File: config.mk
export PLATFORM = sky130hd
export DESIGN_NAME = led_strip_effect_generator_top_flat
export DESIGN_NICKNAME = d
export VERILOG_FILES = /design/src/rtl/lseg_pkg.sv /design/src/rtl/lseg_if.sv /design/src/rtl/lseg_setup.sv /design/src/rtl/lseg_emit.sv /design/src/rtl/led_strip_effect_generator_top.sv /design/src/flat_wrapper.sv
export VERILOG_INCLUDE_DIRS = /design/src /design/src/rtl
export SDC_FILE = /design/constraint.sdc
export NUM_CORES = 1
export LEC_CHECK = 0
export ABC_AREA = 1
export BUFFER_PORTS_ARGS = -buffer_cell sky130_fd_sc_hd__buf_2
export CAP_MARGIN = 25
export CORE_MARGIN = 2
export CORE_UTILIZATION = 25
export CTS_CLUSTER_SIZE = 12
export DETAILED_ROUTE_END_ITERATION = 12
export GPL_TIMING_DRIVEN = 1
export HOLD_SLACK_MARGIN = 0.1
export SLEW_MARGIN = 10
export SYNTH_ARGS = -nofsm -noshare
export SYNTH_HDL_FRONTEND = slang
export SYNTH_HIERARCHICAL = 1
export SYNTH_SLANG_ARGS = --single-unit
File: constraint.sdc
create_clock -name clk_i -period 9.9 [get_ports clk_i]
set_input_delay 1.485 -clock clk_i [delete_from_list [all_inputs] [get_ports clk_i]]
set_output_delay 1.485 -clock clk_i [all_outputs]
set_load 0.02 [all_outputs]
File: src/rtl/led_strip_effect_generator_top_macros.svh
// Assertion macros shared by the LED strip effect generator RTL.
// Each macro expects clk_i and rst_ni in the scope where it is used.
// No other dependencies.
`ifndef LED_STRIP_EFFECT_GENERATOR_TOP_MACROS_SVH
`define LED_STRIP_EFFECT_GENERATOR_TOP_MACROS_SVH

// Checks that a property holds at every clock edge out of reset.
`define LSEG_ASSERT(lbl, prop, msg) \
  lbl: assert property (@(posedge clk_i) disable iff (!rst_ni) (prop)) else $error(msg);

// Checks that a condition in one cycle implies another in the next cycle.
`define LSEG_ASSERT_NEXT(lbl, ante, cons, msg) \
  lbl: assert property (@(posedge clk_i) disable iff (!rst_ni) (ante) |=> (cons)) \
    else $error(msg);

`endif

File: src/rtl/lseg_pkg.sv
// Package for the LED strip effect generator: strip size, effect codes,
// constants and the frame context type. No dependencies.
`default_nettype none

package lseg_pkg;

  localparam int LedCount = 6;
  localparam int IdxW = (LedCount > 1) ? $clog2(LedCount) : 1;
  localparam logic [IdxW-1:0] LastIdx = IdxW'(LedCount - 1);

  localparam int CfgIdxW = 1;
  localparam int CfgDataW = 7;
  localparam logic [CfgIdxW-1:0] CfgEffect = 1'b0;
  localparam logic [CfgIdxW-1:0] CfgIntensity = 1'b1;

  localparam logic [2:0] EffectReset = 3'd0;
  localparam logic [6:0] IntensityReset = 7'd100;

  localparam logic [15:0] LfsrSeed = 16'hACE1;

  // Reciprocal for the spark position: x / LedCount == (x * SparkMul) >> SparkShift.
  localparam int SparkShift = 16 + $clog2(LedCount);
  localparam longint SparkMul = ((64'(1) << SparkShift) + LedCount - 1) / LedCount;

  localparam logic [7:0] LevelMax = 8'd255;

  typedef enum logic [2:0] {
    ModeChase   = 3'd0,
    ModeStars   = 3'd1,
    ModeRainbow = 3'd2,
    ModeBreathe = 3'd3,
    ModeStrobe  = 3'd4,
    ModeXmas    = 3'd5,
    ModeFlash   = 3'd6
  } mode_e;

  typedef struct packed {
    mode_e       mode;
    logic [7:0]  phase;
    logic [4:0]  chase_red;
    logic [6:0]  level;
    logic [15:0] spark_a;
    logic [15:0] quot_a;
    logic [15:0] spark_b;
    logic [15:0] quot_b;
  } ctx_t;

endpackage

`default_nettype wire

File: src/rtl/lseg_if.sv
// Valid/ready channel interfaces for frame tick requests and LED colour requests.
// No dependencies.
`default_nettype none

interface lseg_in_if;
  logic valid;
  logic ready;
  logic white_flash;
  logic restart;

  modport source (output valid, output white_flash, output restart, input ready);
  modport sink (input valid, input white_flash, input restart, output ready);
endinterface

interface lseg_out_if;
  logic       valid;
  logic       ready;
  logic [2:0] led_index;
  logic [7:0] red;
  logic [7:0] green;
  logic [7:0] blue;
  logic       frame_end;

  modport source (output valid, output led_index, output red, output green,
                  output blue, output frame_end, input ready);
  modport sink (input valid, input led_index, input red, input green,
                input blue, input frame_end, output ready);
endinterface

`default_nettype wire

File: src/rtl/lseg_setup.sv
// Frame setup: holds phase and spark LFSR, builds the frame context for a tick.
// Depends on lseg_pkg.
`default_nettype none

module lseg_setup (
  input  wire logic             clk_i,
  input  wire logic             rst_ni,
  input  wire logic             accept_i,
  input  wire logic             white_flash_i,
  input  wire logic             restart_i,
  input  wire logic [2:0]       effect_i,
  input  wire logic [6:0]       intensity_i,
  output lseg_pkg::ctx_t        ctx_o
);
  import lseg_pkg::*;

  localparam logic [15:0] LfsrTaps = 16'hB400;
  localparam logic [7:0] RainbowStep = 8'd5;
  localparam logic [7:0] BreatheStep = 8'd10;
  localparam logic [6:0] IntensityMax = 7'd100;
  localparam logic [9:0] ChaseMul = 10'd984;
  localparam logic [15:0] LevelMul = 16'd51604;

  logic [7:0]  phase_q, phase_d;
  logic [15:0] lfsr_q, lfsr_d;
  logic [7:0]  ph0, ph_inc, bre_a;
  logic [15:0] lf0, lf1, lf2, lf3;
  logic [6:0]  pct;
  logic [32:0] prod_a, prod_b;
  logic [16:0] chase_prod;
  logic [22:0] level_prod;
  mode_e       eff_mode;

  function automatic logic [15:0] lfsr_step(input logic [15:0] s);
    logic [15:0] n;
    n = s >> 1;
    if (s[0]) begin
      n = n ^ LfsrTaps;
    end
    return (n == 16'd0) ? LfsrSeed : n;
  endfunction

  always_comb begin
    ph0 = restart_i ? 8'd0 : phase_q;
    lf0 = restart_i ? LfsrSeed : lfsr_q;
    lf1 = lfsr_step(lf0);
    lf2 = lfsr_step(lf1);
    lf3 = lfsr_step(lf2);
    ph_inc = ph0 + 8'd1;

    unique case (effect_i)
      3'd1:    eff_mode = ModeStars;
      3'd2:    eff_mode = ModeRainbow;
      3'd3:    eff_mode = ModeBreathe;
      3'd4:    eff_mode = ModeStrobe;
      3'd5:    eff_mode = ModeXmas;
      default: eff_mode = ModeChase;
    endcase

    phase_d = ph0;
    lfsr_d = lf0;
    if (!white_flash_i) begin
      unique case (eff_mode)
        ModeStars:   lfsr_d = lf3;
        ModeRainbow: phase_d = ph0 + RainbowStep;
        ModeBreathe: phase_d = ph0 + BreatheStep;
        ModeStrobe:  phase_d = ph_inc;
        ModeXmas:    phase_d = ph_inc;
        default:     phase_d = (ph_inc >= 8'(LedCount)) ? 8'd0 : ph_inc;
      endcase
    end

    pct = (intensity_i > IntensityMax) ? IntensityMax : intensity_i;
    chase_prod = 17'(pct) * 17'(ChaseMul);
    bre_a = ph0[7] ? (LevelMax - ph0) : ph0;
    level_prod = 23'(bre_a[6:0]) * 23'(LevelMul);
    prod_a = 33'(lf2) * 33'(SparkMul);
    prod_b = 33'(lf3) * 33'(SparkMul);

    ctx_o.mode = white_flash_i ? ModeFlash : eff_mode;
    ctx_o.phase = ph0;
    ctx_o.chase_red = 5'(chase_prod >> 12);
    ctx_o.level = 7'(level_prod >> 16);
    ctx_o.spark_a = lf2;
    ctx_o.quot_a = 16'(prod_a >> SparkShift);
    ctx_o.spark_b = lf3;
    ctx_o.quot_b = 16'(prod_b >> SparkShift);
  end

  always_ff @(posedge clk_i or negedge rst_ni) begin
    if (!rst_ni) begin
      phase_q <= 8'd0;
      lfsr_q <= LfsrSeed;
    end else if (accept_i) begin
      phase_q <= phase_d;
      lfsr_q <= lfsr_d;
    end
  end

endmodule

`default_nettype wire

File: src/rtl/lseg_emit.sv
// LED emitter: holds the frame context, walks the LEDs and drives the output register.
// Depends on lseg_pkg, lseg_if and the assertion macro header.
`default_nettype none
`include "led_strip_effect_generator_top_macros.svh"

module lseg_emit (
  input  wire logic           clk_i,
  input  wire logic           rst_ni,
  input  wire logic           tick_valid_i,
  output logic                tick_ready_o,
  input  wire lseg_pkg::ctx_t ctx_i,
  lseg_out_if.source          pix_o
);
  import lseg_pkg::*;

  localparam logic [7:0] WheelStep = 8'd42;
  localparam logic [7:0] ChaseMax = 8'd24;
  localparam logic [7:0] SparkRedLo = 8'd80;
  localparam logic [7:0] SparkGreenLo = 8'd120;
  localparam logic [15:0] GreenMul = 16'd820;
  localparam logic [24:0] BlueMul = 25'd167127;

  ctx_t            ctx_q;
  logic            ctx_valid_q;
  logic [IdxW-1:0] cnt_q;
  logic            out_valid_q;
  logic [2:0]      out_idx_q;
  logic [7:0]      out_r_q, out_g_q, out_b_q;
  logic            out_end_q;

  logic            advance, last, accept;
  logic [7:0]      r_d, g_d, b_d, wpos;
  logic [15:0]     pos_a, pos_b;
  logic [16:0]     green_prod;
  logic [24:0]     blue_prod;

  function automatic logic [23:0] wheel(input logic [7:0] pos);
    logic [7:0] p;
    logic [7:0] t;
    logic [23:0] rgb;
    if (pos < 8'd85) begin
      t = 8'(pos * 8'd3);
      rgb = {LevelMax - t, t, 8'd0};
    end else if (pos < 8'd170) begin
      p = pos - 8'd85;
      t = 8'(p * 8'd3);
      rgb = {8'd0, LevelMax - t, t};
    end else begin
      p = pos - 8'd170;
      t = 8'(p * 8'd3);
      rgb = {t, 8'd0, LevelMax - t};
    end
    return rgb;
  endfunction

  assign last = (cnt_q == LastIdx);
  assign advance = ctx_valid_q && (!out_valid_q || pix_o.ready);
  assign tick_ready_o = !ctx_valid_q || (advance && last);
  assign accept = tick_valid_i && tick_ready_o;

  always_comb begin
    r_d = 8'd0;
    g_d = 8'd0;
    b_d = 8'd0;
    wpos = ctx_q.phase + 8'(8'(cnt_q) * WheelStep);
    pos_a = ctx_q.spark_a - 16'(ctx_q.quot_a * 16'(LedCount));
    pos_b = ctx_q.spark_b - 16'(ctx_q.quot_b * 16'(LedCount));
    green_prod = 17'(ctx_q.level) * 17'(GreenMul);
    blue_prod = 25'(ctx_q.level) * BlueMul;
    unique case (ctx_q.mode)
      ModeFlash: begin
        r_d = LevelMax;
        g_d = LevelMax;
        b_d = LevelMax;
      end
      ModeChase: begin
        if (8'(cnt_q) == ctx_q.phase) begin
          r_d = 8'(ctx_q.chase_red);
          b_d = ChaseMax - 8'(ctx_q.chase_red);
        end
      end
      ModeStars: begin
        priority if (pos_b[IdxW-1:0] == cnt_q) begin
          r_d = ctx_q.spark_b[3] ? LevelMax : SparkRedLo;
          g_d = ctx_q.spark_b[4] ? LevelMax : SparkGreenLo;
          b_d = LevelMax;
        end else if (pos_a[IdxW-1:0] == cnt_q) begin
          r_d = ctx_q.spark_a[3] ? LevelMax : SparkRedLo;
          g_d = ctx_q.spark_a[4] ? LevelMax : SparkGreenLo;
          b_d = LevelMax;
        end else begin
          r_d = 8'd0;
        end
      end
      ModeRainbow: {r_d, g_d, b_d} = wheel(wpos);
      ModeBreathe: begin
        g_d = 8'(green_prod >> 10);
        b_d = 8'(blue_prod >> 16);
      end
      ModeStrobe: begin
        if (!ctx_q.phase[0]) begin
          r_d = LevelMax;
          g_d = LevelMax;
          b_d = LevelMax;
        end
      end
      ModeXmas: begin
        if (cnt_q[0] ^ ctx_q.phase[0]) begin
          g_d = LevelMax;
        end else begin
          r_d = LevelMax;
        end
      end
      default: begin
        r_d = 8'd0;
      end
    endcase
  end

  always_ff @(posedge clk_i or negedge rst_ni) begin
    if (!rst_ni) begin
      ctx_valid_q <= 1'b0;
      cnt_q <= '0;
      out_valid_q <= 1'b0;
    end else begin
      if (accept) begin
        ctx_valid_q <= 1'b1;
      end else if (advance && last) begin
        ctx_valid_q <= 1'b0;
      end
      if (advance) begin
        cnt_q <= last ? '0 : cnt_q + 1'b1;
        out_valid_q <= 1'b1;
      end else if (pix_o.ready) begin
        out_valid_q <= 1'b0;
      end
    end
  end

  always_ff @(posedge clk_i) begin
    if (accept) begin
      ctx_q <= ctx_i;
    end
    if (advance) begin
      out_idx_q <= 3'(cnt_q);
      out_r_q <= r_d;
      out_g_q <= g_d;
      out_b_q <= b_d;
      out_end_q <= last;
    end
  end

  assign pix_o.valid = out_valid_q;
  assign pix_o.led_index = out_idx_q;
  assign pix_o.red = out_r_q;
  assign pix_o.green = out_g_q;
  assign pix_o.blue = out_b_q;
  assign pix_o.frame_end = out_end_q;

  `LSEG_ASSERT(a_cnt_range, cnt_q <= LastIdx, "LED counter out of range")
  `LSEG_ASSERT(a_cnt_ctx, (cnt_q != '0) |-> ctx_valid_q, "LED counter moved without a frame")
  `LSEG_ASSERT(a_end_idx, (out_valid_q && out_end_q) |-> (out_idx_q == 3'(LastIdx)), "Frame end on wrong LED")
  `LSEG_ASSERT_NEXT(a_accept_ctx, accept, ctx_valid_q, "Accepted tick left no frame context")

endmodule

`default_nettype wire

File: src/rtl/led_strip_effect_generator_top.sv
// Channel     | Dir | Payload
// tick_i      | in  | white_flash, restart
// pix_o       | out | led_index, red, green, blue, frame_end
// cfg port    | in  | cfg_we_i, cfg_idx_i, cfg_wdata_i (effect, intensity)
// A tick yields LedCount LED requests: the emitter sends one per cycle while the output is not stalled.
// The next tick is taken at the edge that loads the current frame's last LED for output.
// The first LED of a tick is computed from the registered frame context, then loaded into the output register.
// Reset sets effect to chase, intensity to 100, phase to 0 and the LFSR to its seed.
// A stalled output holds its request and stops the LED walk until taken.
//
// Top level of the LED strip effect generator: configuration registers and wiring.
// Depends on lseg_pkg, lseg_if, lseg_setup and lseg_emit.
`default_nettype none

module led_strip_effect_generator_top (
  input  wire logic                          clk_i,
  input  wire logic                          rst_ni,
  lseg_in_if.sink                            tick_i,
  lseg_out_if.source                         pix_o,
  input  wire logic                          cfg_we_i,
  input  wire logic [lseg_pkg::CfgIdxW-1:0]  cfg_idx_i,
  input  wire logic [lseg_pkg::CfgDataW-1:0] cfg_wdata_i
);
  import lseg_pkg::*;

  logic [2:0] effect_q;
  logic [6:0] intensity_q;
  logic       tick_accept;
  logic       tick_ready;
  ctx_t       ctx;

  always_ff @(posedge clk_i or negedge rst_ni) begin
    if (!rst_ni) begin
      effect_q <= EffectReset;
      intensity_q <= IntensityReset;
    end else if (cfg_we_i) begin
      unique case (cfg_idx_i)
        CfgEffect:    effect_q <= cfg_wdata_i[2:0];
        CfgIntensity: intensity_q <= cfg_wdata_i[6:0];
        default:      effect_q <= effect_q;
      endcase
    end
  end

  assign tick_i.ready = tick_ready;
  assign tick_accept = tick_i.valid && tick_ready;

  lseg_setup u_setup (
    .clk_i         (clk_i),
    .rst_ni        (rst_ni),
    .accept_i      (tick_accept),
    .white_flash_i (tick_i.white_flash),
    .restart_i     (tick_i.restart),
    .effect_i      (effect_q),
    .intensity_i   (intensity_q),
    .ctx_o         (ctx)
  );

  lseg_emit u_emit (
    .clk_i        (clk_i),
    .rst_ni       (rst_ni),
    .tick_valid_i (tick_i.valid),
    .tick_ready_o (tick_ready),
    .ctx_i        (ctx),
    .pix_o        (pix_o)
  );

endmodule

`default_nettype wire
File: src/flat_wrapper.sv
// flat-port wrapper written by rule: the top's interface ports become plain ports
module led_strip_effect_generator_top_flat import lseg_pkg::*;
  (clk_i, rst_ni, cfg_we_i, cfg_idx_i, cfg_wdata_i, tick_i_valid, tick_i_white_flash, tick_i_restart, tick_i_ready, pix_o_valid, pix_o_led_index, pix_o_red, pix_o_green, pix_o_blue, pix_o_frame_end, pix_o_ready);
  lseg_in_if tick_i_i ();
  lseg_out_if pix_o_i ();
  input  wire logic clk_i;
  input  wire logic rst_ni;
  input  wire logic cfg_we_i;
  input  wire logic [lseg_pkg::CfgIdxW-1:0] cfg_idx_i;
  input  wire logic [lseg_pkg::CfgDataW-1:0] cfg_wdata_i;
  input wire logic [$bits(tick_i_i.valid)-1:0] tick_i_valid;
  input wire logic [$bits(tick_i_i.white_flash)-1:0] tick_i_white_flash;
  input wire logic [$bits(tick_i_i.restart)-1:0] tick_i_restart;
  output wire logic [$bits(tick_i_i.ready)-1:0] tick_i_ready;
  output wire logic [$bits(pix_o_i.valid)-1:0] pix_o_valid;
  output wire logic [$bits(pix_o_i.led_index)-1:0] pix_o_led_index;
  output wire logic [$bits(pix_o_i.red)-1:0] pix_o_red;
  output wire logic [$bits(pix_o_i.green)-1:0] pix_o_green;
  output wire logic [$bits(pix_o_i.blue)-1:0] pix_o_blue;
  output wire logic [$bits(pix_o_i.frame_end)-1:0] pix_o_frame_end;
  input wire logic [$bits(pix_o_i.ready)-1:0] pix_o_ready;
  assign tick_i_i.valid = tick_i_valid;
  assign tick_i_i.white_flash = tick_i_white_flash;
  assign tick_i_i.restart = tick_i_restart;
  assign tick_i_ready = tick_i_i.ready;
  assign pix_o_valid = pix_o_i.valid;
  assign pix_o_led_index = pix_o_i.led_index;
  assign pix_o_red = pix_o_i.red;
  assign pix_o_green = pix_o_i.green;
  assign pix_o_blue = pix_o_i.blue;
  assign pix_o_frame_end = pix_o_i.frame_end;
  assign pix_o_i.ready = pix_o_ready;
  led_strip_effect_generator_top u_core (.clk_i(clk_i), .rst_ni(rst_ni), .tick_i(tick_i_i), .pix_o(pix_o_i), .cfg_we_i(cfg_we_i), .cfg_idx_i(cfg_idx_i), .cfg_wdata_i(cfg_wdata_i));
endmodule
# [Word-level counts from Yosys, hierarchy flattened]
# Index checks and enable logic that the tools add are counted.
# W data, S select, Z words.
[totals] regBits=128 word_cells=132 in_bits=15 out_inout_bits=30
[op_classes] muxes=41 multipliers=12 reduce_logical=16 magnitude_cmp=4 bitwise_logic=5 eq_ne=20 add_sub_neg=14
[ops] cell="$mux W16" count=9
[ops] cell="$pmux W8 S6" count=3
[ops] cell="$mux W8" count=17
[ops] cell="$mul A16 B16 Y32 const B" count=2
[ops] cell="$logic_not A16 Y1" count=3
[ops] cell="$mux W24" count=2
[ops] cell="$pmux W8 S4" count=1
[ops] cell="$mul A14 B2 Y2 const B" count=2
[ops] cell="$eq A3 B3 Y1 const B" count=8
[ops] cell="$mul A7 B18 Y24 const B" count=1
[ops] cell="$mul A8 B2 Y8 const B" count=3
[ops] cell="$sub A8 B8 Y8 const A" count=3
[ops] cell="$mul A7 B14 Y21 const B" count=1
[ops] cell="$eq A3 B2 Y1 const B" count=6
[ops] cell="$mul A7 B8 Y15 const B" count=1
[ops] cell="$pmux W3 S5" count=1
[ops] cell="$mul A7 B7 Y14 const B" count=1
[ops] cell="$mux W7" count=2
[ops] cell="$not A3 Y4" count=3
[ops] cell="$eq A3 B1 Y1 const B" count=3
[ops] cell="$add A8 B1 Y8 const B" count=1
[ops] cell="$add A8 B3 Y8 const B" count=1
[ops] cell="$add A8 B4 Y8 const B" count=1
[ops] cell="$add A8 B8 Y8" count=1
[ops] cell="25 further kinds" count=36

# [Longest topological paths before layout]
# Gate-level depths: netlist of the first run.
[depth] depth_word=15 depth_mapped=36 depth_no_buf=34

# [Hierarchy]
# The synthesis of the first run kept the hierarchy.
[by_module_without_submodules] module="lseg_setup" seq_area_each_um2=610.6 area_each_um2=14214.9 instances=1 cells_per_inst=1781
[by_module_without_submodules] module="lseg_emit" seq_area_each_um2=2077.0 area_each_um2=7423.4 instances=1 cells_per_inst=877
[by_module_without_submodules] module="led_strip_effect_generator_top" seq_area_each_um2=254.0 area_each_um2=415.4 instances=1 cells_per_inst=47

# [Worst setup path after synthesis of the first run]
# No wires, ideal clock.
[synth_path] path_kind="input to register" from="in tick_i_restart" to="reg u_core/u_emit/ctx_q[1] (netlist name) (data pin)" n_path_buf=2 setup_ns=0.252 required_time_ns=9.648 slack_ns=2.552 t_arrival_ns=7.095 cell_stages=31 cell_sequence="buf_6 inv_4 buf_6 nand2_1 o21ai_1 xor2_1 inv_1 nand4_1 nor2_2 nand2_4 inv_1 nor2_1 inv_1 ha_1 ha_1 inv_1 fa_1 inv_1 fa_1 fa_1 inv_1 fa_1 inv_1 ha_1 a21oi_1 inv_1 a21oi_1 o21a_1 nand2_1 nand2_1 nand2_1"
[synth_lines] item="from (decl)" line_no="flat_wrapper.sv:13" source="input wire logic [$bits(tick_i_i.restart)-1:0] tick_i_restart;"
[synth_lines] item="to (signal assigned)" line_no="lseg_emit.sv:142" source="ctx_q <= ctx_i;"
[synth_lines] item="to (decl)" line_no="lseg_emit.sv:23" source="ctx_t ctx_q;"

==> results of run 1 <==
## worst max-delay path, delay by kind of cell
| kind | cells | cell delay, ps |
|---|---|---|
| adders and majority gates | 7 | 3030 |
| AOI/OAI and AO/OA | 4 | 1010 |
| buffers and inverters | 8 | 990 |
| and+or+nand+nor | 10 | 1120 |
## flip-flops by register name (all words and copies together), names as in the netlist, 3 cells and up
name                           count
u_core/u_setup/lfsr_q             16
u_core/u_setup/phase_q             8
u_core/u_emit/pix_o.led_index      3
u_core/u_emit/cnt_q                3
u_core/u_emit/pix_o.green          8
u_core/u_emit/pix_o.red            8
u_core/intensity_q                 7
u_core/effect_q                    3
u_core/u_emit/ctx_q               37
u_core/u_emit/pix_o.blue           8
## layer usage
metal	track usage, %	vias up
li1	-	7206
met1	16.9	6695
met2	19.4	246
met3	2.29	30
met4	2.12	4
met5	0	-
## worst min path at each step
| stage | slack [ps] | end |
|---|---|---|
| after global routing | 490 | u_core/u_setup/lfsr_q[11]$_DFFE_PN1P_ |
| after global placement | 460 | u_core/intensity_q[3]$_DFFE_PN0P_ |
| after CTS | 480 | u_core/u_emit/pix_o.valid$_DFFE_PN0P_ |
| after detailed placement | 460 | u_core/u_emit/pix_o.valid$_DFFE_PN0P_ |
| final | 480 | u_core/u_emit/pix_o.valid$_DFFE_PN0P_ |
| after floorplan | 440 | u_core/intensity_q[3]$_DFFE_PN0P_ |
## per-stage QoR
step | utilization (%) | instance area [sq um] | hold slack [ps] | instances
after detailed placement | 27.2 | 19900 | 463 | 3233
after global routing | 27.6 | 20200 | 492 | 3250
after global placement | 27.1 | 19800 | 458 | 3232
after floorplan | - | 18500 | 442 | 2245
after CTS | 27.6 | 20200 | 481 | 3249
final | 27.6 | 20200 | 477 | 3250
## cell type report
cell class                      instances  area share [%]
Multi-Input combinational cell       1578            66.3
Sequential cell                       104            14.6
Inverter                              540            10.0
Tap cell                              959            5.94
Timing Repair Buffer                   53            1.59
Clock buffer                            9            1.11
Clock inverter                          7           0.434
==> impl_metrics.py, run 1 <==
metrics = {
    "worst_setup_path": {
        "crit_path_max_fanout": 16,
        "crit_start": "tick_i_restart",
        "slowest_stage": "o21ai_0",
        "ff2ff_setup_slack_ps": 3630,
        "r2r-start": "u_core/u_setup/lfsr_q[0]$_DFFE_PN1P_",
        "required_ps": 10040,
        "crit_end": "u_core/u_emit/ctx_q[1]$_DFFE_PP_",
        "r2r_cells": 29,
        "worstSetupStartpointType": "primary input",
        "cpMostUsedCell": "inv_1",
        "crit_type": "in2reg",
        "cp-end-kind": "flop",
        "worst_path_largest_cell_delay_ps": 590,
        "arrival_ps": 7680,
        "r2r-end": "u_core/u_emit/ctx_q[1]$_DFFE_PP_",
    },
    "finish": {
        "antennaDiodeCount": 0,
        "drive_gt1_share_pct": 7.46,
        "area_growth_pct": 9.24,
        "nFillCells": 7933,
        "seq_area_sq_um": 2940,
        "multi_input_area_sq_um": 13400,
        "layout_commonest_cell": "inv_1",
        "final_cell_mix": "inv_1 (530), ha_1 (360), nand2_1 (350)",
        "nNetsFinal": 2835,
    },
    "routing": {
        "wl_per_cell_um": 13.5,
        "routed_wl_um": 44000,
        "met1_length_um": 21400,
        "routed_via_density": 4.36,
        "top_layer": "met5",
        "vias": 14200,
        "drt_iter0_markers": 821,
        "wl_met2_um": 20000,
        "dr.pass1.iters": 9,
        "wl_met3_um": 2060,
        "ant_nets": 0,
        "drc": 5,
    },
    "timing": {
        "layout_setup_ws_ps": 2360,
        "min_period_over_period_pct": 76.1,
        "worst_slew_margin_rel_pct": 32.0,
        "fmax_mhz": 133,
        "tightest_slew_ps": 1020,
        "setup_viol": 0,
        "fin_worst_skew_ps": 13.1,
        "finalHoldViolations": 0,
        "finalMaxSlewViolations": 0,
        "rsz0062_at_grt": "no",
        "fin_crit_ps": 7540,
        "fin_setup_tns_ps": 0,
    },
    "clock_tree": {
        "numCtsBuffers": 9,
        "clock_latency_ps": 390,
        "post_cts_resized": 0,
        "cts_tree": "yes",
        "cts_hold_buf": 0,
        "post_cts_buffers": 0,
        "path_clk_slew_ps": 80,
        "cts_sinks": 104,
        "cts-root-buf": "clkbuf_16",
        "clockBufferDepth": 2,
        "h-tree-depth": 3,
    },
    "grt": {
        "grt_overflow": 0,
        "grt_pass1_vias": 14000,
        "grt_usage_pct": 12.0,
        "grt_pass1_wl_um": 73300,
        "grt_max_degree": 40,
        "antenna_found_initial": 4,
    },
    "synthesis": {
        "synth_cells": 2245,
        "syn_avg_cell_area_sq_um": 8.24,
        "syn-num-nets": 2794,
        "netlist_area_sq_um": 18500,
        "yosys_warnings": 6,
    },
    "floorplanning": {
        "io_pins": 45,
        "start_util_pct": 25.3,
        "dieArea_sq_um": 76200,
        "die_y_um": 276,
        "die_w_um": 276,
        "rows": 99,
        "core-area_sq_um": 73100,
    },
    "placed_design": {
        "hpwlAfterDp_um": 37800,
        "pre_cts_ws_ps": 2000,
        "place.gp.congestion": 0.901,
        "io_buffers": 44,
    },
    "run_status": {
        "status": "complete, but fails checks",
        "violations": "design-rule violations",
    },
    "hold_path": {
        "worstHoldPathCells": 2,
        "holdCritStartpoint": "u_core/u_emit/ctx_valid_q$_DFFE_PN0P_",
        "hp-class": "reg2reg",
    },
    "run": {
        "drv_cap": 0,
    },
}
Power of run 1 is left out: the tool's default activity adds up to more than one toggle a clock period on the data nets, which glitch-free logic cannot reach.
==> run 2, diff against run 1 <==
==> constraint.sdc (replaced) <==
create_clock -name clk_i -period 6.8 [get_ports clk_i]
set_input_delay 1.02 -clock clk_i [delete_from_list [all_inputs] [get_ports clk_i]]
set_output_delay 1.02 -clock clk_i [all_outputs]
set_load 0.02 [all_outputs]
==> impl_metrics.py, run 2 (synthesized netlist as in run 1, its figures left out) <==
metrics = {
    "worst_setup_path": {
        "cp-end-kind": "flop",
        "crit_path_max_fanout": 11,
        "required_ps": 6930,
        "cpMostUsedCell": "inv_1",
        "slowest_stage": "fa_1",
        "crit_type": "in2reg",
        "arrival_ps": 6500,
        "worstSetupStartpointType": "primary input",
        "worst_path_largest_cell_delay_ps": 540,
    },
    "clock_tree": {
        "post_cts_buffers": 0,
        "cts-root-buf": "clkbuf_16",
        "path_clk_slew_ps": 70,
        "post_cts_resized": 0,
        "cts_sinks": 104,
        "numCtsBuffers": 9,
        "cts_hold_buf": 0,
        "clockBufferDepth": 2,
        "cts_tree": "yes",
        "h-tree-depth": 3,
        "clock_latency_ps": 380,
    },
    "floorplanning": {
        "dieArea_sq_um": 76200,
        "die_w_um": 276,
        "io_pins": 45,
        "rows": 99,
        "core-area_sq_um": 73100,
        "start_util_pct": 25.3,
        "die_y_um": 276,
    },
    "run_status": {
        "violations": "design-rule violations",
        "status": "complete, but fails checks",
    },
    "finish": {
        "layout_commonest_cell": "inv_1",
        "top_register": "u_core/u_emit/ctx_q",
        "final_cell_mix": "inv_1 (530), ha_1 (360), nand2_1 (350)",
        "largest_registers": "u_core/u_emit/ctx_q: 37 flops, u_core/u_setup/lfsr_q: 16 flops",
        "largest_reg_flops": 37,
        "drive_gt1_share_pct": 9.14,
        "nNetsFinal": 2875,
        "multi_input_area_sq_um": 13400,
        "area_growth_pct": 10.9,
        "nFillCells": 7875,
        "seq_area_sq_um": 2940,
    },
    "timing": {
        "min_period_over_period_pct": 93.7,
        "tightest_slew_ps": 969,
        "finalMaxSlewViolations": 0,
        "fin_crit_ps": 6370,
        "fin_worst_skew_ps": 21.5,
        "setup_viol": 0,
        "fmax_mhz": 157,
        "worst_slew_margin_rel_pct": 34.9,
        "layout_setup_ws_ps": 430,
        "rsz0062_at_grt": "no",
        "finalHoldViolations": 0,
    },
    "routing": {
        "drt_iter0_markers": 784,
        "routed_via_density": 4.36,
        "dr.pass1.iters": 12,
        "vias": 14300,
        "drc": 3,
        "routed_wl_um": 44600,
        "ant_nets": 0,
        "wl_per_cell_um": 13.5,
    },
    "placed_design": {
        "hpwlAfterDp_um": 38200,
        "io_buffers": 44,
        "pre_cts_ws_ps": -79.7,
        "place.gp.congestion": 0.909,
    },
    "grt": {
        "grt_pass1_vias": 14400,
        "antenna_found_initial": 4,
        "grt_overflow": 0,
        "grt_usage_pct": 12.2,
        "grt_pass1_wl_um": 74200,
        "grt_max_degree": 40,
    },
    "hold_path": {
        "hp-class": "in2async",
    },
    "run": {
        "drv_cap": 0,
    },
}
-- run 2: cell count changes in the layout (fill, tap and decap cells not counted), sizes merged --
| cell | before | now |
|---|---|---|
| buf | 53 | 92 |
| clkbuf | 9 | 11 |
| clkinv | 6 | 4 |
| inv | 540 | 542 |
| bufinv | 1 | 0 |
| diode | 0 | 1 |
-- run 2: metal layers --
metal  routed length (um)  GRT usage (%)
met2                20700           20.2
met5                   43              0
met4                  526           2.15
met3                 2150           2.51
met1                21200           16.4
-- run 2: worst max-delay path, delay by kind of cell --
kind                       cells  cell delay, ps
AOI/OAI and AO/OA              3             440
and+or+nand+nor               12            1150
buffers and inverters          9             860
adders and majority gates      7            2980
-- run 2: path summary, 6_finish.rpt --
path                                                      startpoint                                     to  slack [ps]  depth (start not counted)
max in group asynchronous                                     rst_ni      u_core/intensity_q[2]$_DFFE_PN1P_        5800                          2
min in group clk_i                 u_core/intensity_q[2]$_DFFE_PN1P_      u_core/intensity_q[2]$_DFFE_PN1P_         480                          2
worst max-delay path                                  tick_i_restart       u_core/u_emit/ctx_q[1]$_DFFE_PP_         430                         31
worst min register to register     u_core/intensity_q[2]$_DFFE_PN1P_      u_core/intensity_q[2]$_DFFE_PN1P_         480                          2
worst max register to register  u_core/u_setup/lfsr_q[0]$_DFFE_PN1P_       u_core/u_emit/ctx_q[1]$_DFFE_PP_         910                         31
worst min-delay path                                          rst_ni  u_core/u_setup/lfsr_q[12]$_DFFE_PN0P_         480                          1
-- run 2: layout make-up --
| cell class | count | share of cell area (%) |
|---|---|---|
| Antenna cell | 1 | 0.0122 |
| Clock buffer | 10 | 1.22 |
| Clock inverter | 6 | 0.305 |
| Inverter | 540 | 9.90 |
| Multi-Input combinational cell | 1578 | 65.3 |
| Sequential cell | 104 | 14.3 |
| Tap cell | 959 | 5.85 |
| Timing Repair Buffer | 93 | 3.04 |
-- run 2: metrics by stage --
stage,area (sq um),hold slack (ps),utilization [%],setup TNS [ps],instances
floorplan,18500,442,-,0,2245
global placement,20100,455,27.6,0,3272
detailed placement,20100,464,27.6,-136,3272
CTS,20500,484,28.0,0,3288
global route,20500,464,28.1,0,3291
finish,20500,478,28.1,0,3291
Power of run 2 is left out for the same reason.
